File: src/hw/rtl/ccft_pkg.sv
// ----------------------------------------------------------------------------
// ccft_pkg
// Types, codes and constants shared by the channel credit table modules.
// ----------------------------------------------------------------------------
package ccft_pkg;

    localparam int unsigned SLOTS   = 16;
    localparam int unsigned SLOT_W  = $clog2(SLOTS);
    localparam int unsigned CNT_W   = $clog2(SLOTS + 1);
    localparam logic [63:0] MAX_U64 = 64'hFFFF_FFFF_FFFF_FFFF;

    typedef enum logic [3:0] {
        REQ_RESERVE   = 4'd0,
        REQ_UNRESERVE = 4'd1,
        REQ_OPEN      = 4'd2,
        REQ_GRANT     = 4'd3,
        REQ_SEND      = 4'd4,
        REQ_PDATA     = 4'd5,
        REQ_PCLOSE    = 4'd6,
        REQ_PCREDIT   = 4'd7,
        REQ_CANCEL    = 4'd8,
        REQ_ABORT     = 4'd9,
        REQ_CLOSEALL  = 4'd10,
        REQ_QUERY     = 4'd11
    } t_req;

    localparam logic [2:0] ST_OK       = 3'd0;
    localparam logic [2:0] ST_STATE    = 3'd1;
    localparam logic [2:0] ST_QUOTA    = 3'd2;
    localparam logic [2:0] ST_PROTO    = 3'd3;
    localparam logic [2:0] ST_INTERNAL = 3'd4;
    localparam logic [2:0] ST_OVERFLOW = 3'd5;
    localparam logic [2:0] ST_RETRY    = 3'd6;
    localparam logic [2:0] ST_HANDLE   = 3'd7;

    localparam logic [1:0] EM_NONE   = 2'd0;
    localparam logic [1:0] EM_WINDOW = 2'd1;
    localparam logic [1:0] EM_CLOSE  = 2'd2;
    localparam logic [1:0] EM_DATA   = 2'd3;

    localparam logic [1:0] CC_CANCEL = 2'd0;
    localparam logic [1:0] CC_PEER   = 2'd1;
    localparam logic [1:0] CC_ABORT  = 2'd2;
    localparam logic [1:0] CC_ALL    = 2'd3;

    localparam logic [0:0] CFG_MAX_OPEN = 1'd0;
    localparam logic [0:0] CFG_READY    = 1'd1;

    typedef enum logic [2:0] {
        S_IDLE,
        S_LOOKUP,
        S_READ,
        S_EXEC,
        S_DONE
    } t_state;

    // controller to datapath
    typedef struct packed {
        logic capture;
        logic lookup;
        logic read;
        logic exec;
        logic done;
    } t_cmd;

endpackage

File: src/hw/rtl/ccft_ctrl.sv
// ----------------------------------------------------------------------------
// ccft_ctrl
// Sequencer: capture, identifier match, slot read, execute, result beat.
// ----------------------------------------------------------------------------
module ccft_ctrl
    import ccft_pkg::*;
(
    input  logic i_clk,
    input  logic i_rst_n,
    input  logic i_start,
    output logic o_busy,
    output t_cmd o_cmd
);

    t_state r_state, n_state;

    always_ff @(posedge i_clk) begin
        if (!i_rst_n) begin
            r_state <= S_IDLE;
        end else begin
            r_state <= n_state;
        end
    end

    always_comb begin
        n_state = r_state;
        unique case (r_state)
            S_IDLE:   if (i_start) n_state = S_LOOKUP;
            S_LOOKUP: n_state = S_READ;
            S_READ:   n_state = S_EXEC;
            S_EXEC:   n_state = S_DONE;
            S_DONE:   n_state = S_IDLE;
            default:  n_state = S_IDLE;
        endcase
    end

    always_comb begin
        o_cmd         = '0;
        o_cmd.capture = (r_state == S_IDLE) && i_start;
        o_cmd.lookup  = (r_state == S_LOOKUP);
        o_cmd.read    = (r_state == S_READ);
        o_cmd.exec    = (r_state == S_EXEC);
        o_cmd.done    = (r_state == S_DONE);
        o_busy        = (r_state != S_IDLE);
    end

    a_start_leaves_idle: assert property (@(posedge i_clk) disable iff (!i_rst_n)
        (r_state == S_IDLE && i_start) |=> r_state == S_LOOKUP)
        else $error("start not taken");
    a_exec_then_done: assert property (@(posedge i_clk) disable iff (!i_rst_n)
        o_cmd.exec |=> o_cmd.done)
        else $error("result beat missing");
    a_one_cmd: assert property (@(posedge i_clk) disable iff (!i_rst_n)
        $onehot0({o_cmd.capture, o_cmd.lookup, o_cmd.read, o_cmd.exec, o_cmd.done}))
        else $error("overlapping commands");

endmodule

File: config.mk
export PLATFORM = sky130hd
export DESIGN_NAME = ccft_ctrl
export DESIGN_NICKNAME = d
export VERILOG_FILES = /design/src/hw/rtl/ccft_pkg.sv /design/src/hw/rtl/ccft_ctrl.sv
export SDC_FILE = /design/constraint.sdc
export NUM_CORES = 1
export LEC_CHECK = 0
export ABC_CLOCK_PERIOD_IN_PS = 1400
export BUFFER_PORTS_ARGS = -buffer_cell sky130_fd_sc_hd__clkbuf_2
export CAP_MARGIN = 20
export CORE_AREA = 2 2 39 41
export DETAILED_ROUTE_END_ITERATION = 8
export DIE_AREA = 0 0 41 43
export SLEW_MARGIN = 20
export SYNTH_ARGS = -nofsm -noshare
export SYNTH_HDL_FRONTEND = slang
export SYNTH_SLANG_ARGS = --single-unit
File: constraint.sdc
create_clock -name i_clk -period 1.4 [get_ports i_clk]
set_input_delay 0.42 -clock i_clk [delete_from_list [all_inputs] [get_ports i_clk]]
set_output_delay 0.42 -clock i_clk [all_outputs]
set_load 0.005 [all_outputs]
# Yosys cells after proc, flatten, opt, wreduce, memory -nomap -nowiden
# Index checks and enable logic that the tools add are counted.
[totals] register_bits=3 input_bits=3 elab_cells=11
[op_classes] eq_ne=5 mux=2 reduce_logical=3
[ops] cell="3-bit case mux with 4 select lines" n=1
[ops] cell="3-bit by 2-bit equality test with 1-bit output (second input constant)" n=2
[ops] cell="3-bit by 1-bit equality test with 1-bit output (second input constant)" n=1
[ops] cell="3-bit equality test (second input constant)" n=1
[ops] cell="3-bit logical NOT" n=1
[ops] cell="3-bit two-way mux" n=1
[ops] cell="3-bit nonzero test" n=1
[ops] cell="2-bit != test (second input constant)" n=1
[ops] cell="1-bit logical AND" n=1

# Depth between registers and ports, before layout
[depth] ltp_word=2 ltp_mapped=2 depth_no_buf=2

# Least setup slack after synthesis
# No wires, ideal clock.
[synth_timing] path_type="reg2out" from="reg r_state[1]" to="out o_cmd[4] in the netlist's numbering" arrival_time_ps=830 t_required_ps=980 setup_slack_ps=150 stages_incl_launch_ff=3 n_path_buf=0 cell_sequence="dfxtp_1 or3_4 nor2_2"
[synth_rtl] item="from (decl)" line="ccft_ctrl.sv:15" text="t_state r_state, n_state;"
[synth_rtl] item="from (signal assigned)" line="ccft_ctrl.sv:21" text="r_state <= n_state;"
[synth_rtl] item="to (decl)" line="ccft_ctrl.sv:12" text="output t_cmd o_cmd"

==> results.md <==
- XOR/XNOR Fraction of Synth Area: about 6%
- Mapped cell area: ~150 sq um
- Sequential share of power: between 30 and 40%
- Pre-CTS setup slack: about 0.094 ns
- CTS max path bufs: 2
- Final min period: approximately 1.5 ns
- Antenna cell count: 0
- Part of the cycle the worst path needs: 107.9%
- Final core occ: 20.52%
- Overflow after GRT: 0
- Final WL: about 350 um
- Row count: 14
- H-tree Lvls: 1
- Slowest stage cell, crit path: or3_4
- Syn nets: 19
- # DRC: 0
- Final Non-Filler Cells: 47
- Total Nets Final: 35
- Slew headroom: roughly 91%
- Layout area overhead: 92.37%
- Fmax: around 0.66 GHz
- Clock Sinks: 3
- I/O pins: 9
- Total CTS buffers: 3
- Cell-internal power: around 250 uW
- Largest net degree at the start of global routing: 8
- Post-synthesis adder-cell area fraction: 0%
- Compound-Gate Fraction of Synth Area: 0%
- Routability cong.: between 0.5 and 0.6
- Final-report hold violation count: 0
- HPWL after DPL: 246.4 um
- Maximum VDD drop: ~0.14 mV
- Post-synthesis sequential area ratio: between 40 and 50%
- Cell taking the most area after synthesis: dfxtp_1
- Number of global-route vias before repair: around 140
- Met1 Usage GRT: ~4.5%
- Die W: roughly 40 um
- Part of the power in combinational logic: 23.8%
- Largest family of logic cells by synthesized area: simple AND/OR/NAND/NOR gates
- Setup WS post-layout: -0.1107 ns
- Max incr delay on CP: roughly 0.38 ns
- Worst setup SP type: register
- Top Usage Layer GRT: met4
- Syn avg cell area: roughly 9.2 sq um
- Tightest Pin Transition: 0.1379 ns
- Worst-path clk slew: 0.04 ns
- Worst Hold Class: in2reg
- Met2 usage in global routing: about 6.3%
- Drt wl/cell: about 7.4 um
- Global Route Usage Sum: under 10%
- Final setup vio count: 3
- Max-capacitance violation count: 0
- Synthesized instance count: 16
- Clock root buffer: clkbuf_4
- TritonCTS clock tree: built
- Skew-Pair Late Insertion Delay: approximately 0.23 ns
- Crit-path max FO: 2
- Max reg flops: 3
- Multiplexer share of the synthesized area: 0%
- WHS: 0.4151 ns
- Crit path DAT: 1.09 ns
- Worst-path cell chain: or3_4 -> nor2_2 -> buf_2
- TritonRoute pass-1 iters: 2
- Biggest regs: r_state x3
- Worst endpoint required time: a little under 1 ns
- Top delay family on crit path: simple AND/OR/NAND/NOR gates
- Net switching power: between 70 and 80 uW
- Synth top area cells: dfxtp_1 (41%), nor3b_1 (15%), or3_4 (7.6%)
- Failing checks: setup timing
- LEAKAGE: between 0.1 and 0.15 nW
- Synth warnings: 0
- Global-route wire length before repair: 524 um
- Met3 Usage GRT: between 3 and 4%
- WS Path Type: reg2out
- Top-area cell type share of the netlist area: 40.68%
- Initial core utilization: 10.67%
- Outcome: finished with violations
- Initial antenna violation count: 0
- Clk_skew: approximately 0.0021 ns
- Synthesis-stage register bit count: 3
- Clock Power Share: a little under half
- First DRT Iteration DRCs: 1
- Core Region: roughly 0.0014 sq mm
- Area of the die: roughly 0.0018 sq mm
- Power Density: ~1100 mW/mm^2
- Final TNS setup: -0.1884 ns
- Unrepaired setup endpoints after global routing: yes
- Critical path buffer and inverter count: 1
- Via count: 167
- Yosys cell types: 11
- Share of layout cells above drive strength 1: a little under three quarters
- CP Capture Type: output port
- Most flops, register: r_state
- Post-Synth Simple-Gate Area: slightly above 50%
- Sw Ratio: approximately 24%
- DRT antenna net count: 0
- Count of input and output buffers: 8
- Placed instance count: 42
- Number of fillers in the final layout: between 150 and 200
- Die H: 43 um
- Pins Over Slew Limit: 0
- Vias/cell: 3.553
layout by cell type, fill, tap and decap left out:
master    instances
xnor2_1           1
buf_4             1
clkbuf_2          4
and2_1            1
and3b_2           1
inv_1             1
clkbuf_1          1
dfxtp_2           1
clkbuf_4          3
buf_2             4
buf_6             2
nand2b_1          1
or3_4             1
dfxtp_4           1
nor2_1            2
dfxtp_1           1
nor3b_2           3
nor2_2            1
nor3_1            1
metrics by stage:
| stage | power, mW | area, sq um |
|---|---|---|
| 4_1_cts | 0.3274 | 265.3 |
| 3_5_place_dp | 0.1672 | 222.7 |
| 3_3_place_gp | 0.1663 | 222.7 |
| 6_report | 0.3252 | 284.0 |
| 5_1_grt | 0.3540 | 284.0 |
| 2_1_floorplan | 0.1369 | 147.6 |
Yosys cell counts, drive strengths merged:
cell    number
dfxtp        3
inv          1
nor3         1
nand2b       1
and3b        1
nor2         3
nor3b        3
xnor2        1
or3          1
and2         1
worst register-to-register path, stage by stage, from the launching register on:
cell and delay (ns):
dfxtp_1 0.30, buf_4 0.15, and3b_2 0.22, and2_1 0.15
path summary, 6_finish.rpt:
check | startpoint | slack [ns] | cells after the start | endpoint
hold reg to reg | r_state[0] | 0.45 | 1 | r_state[0]
hold / removal | i_rst_n | 0.42 | 2 | r_state[2]
setup reg to reg | r_state[1] | 0.47 | 3 | r_state[2]
setup / recovery | r_state[1] | -0.11 | 3 | o_cmd[4]
cell type report:
cell class                      instances  area [sq um]  area share [%]
Tap cell                               16         20.02           7.048
Timing Repair Buffer                   11         70.07           24.67
Sequential cell                         3         65.06           22.91
Clock buffer                            4         26.28           9.251
Inverter                                1         3.754           1.322
Multi-Input combinational cell         12         98.84           34.80
routing by layer:
metal	routed length [um]	vias up
li1	-	84
met4	11	0
met2	180	8
met5	0	-
met3	22	2
met1	135	73
cell families (layout without fill, tap and decap cells):
group | count (synthesis) | in the layout
and+or+nand+nor | 11 | 11
buffers and inverters | 1 | 16
DFF | 3 | 3
xor gates and xnor gates | 1 | 1
power by group through the flow:
stage | combinational, mW | sequential, mW | clock (mW)
after floorplan | 0.0330 | 0.104 | 0
after global placement | 0.0649 | 0.101 | 0
after detailed placement | 0.0655 | 0.102 | 0
after CTS | 0.0690 | 0.102 | 0.157
after global routing | 0.0882 | 0.100 | 0.166
final | 0.0773 | 0.0995 | 0.148
what timing repair did:
| item | CTS | global route |
|---|---|---|
| gates resized for setup | 5 | 7 |
| setup buffers | 0 | 1 |
| pin swaps | 0 | 1 |
| endpoints found under the setup margin | 6 | 6 |
| hold buffers | 0 | 0 |
Note: power is estimated with default switching activity, not from simulation.
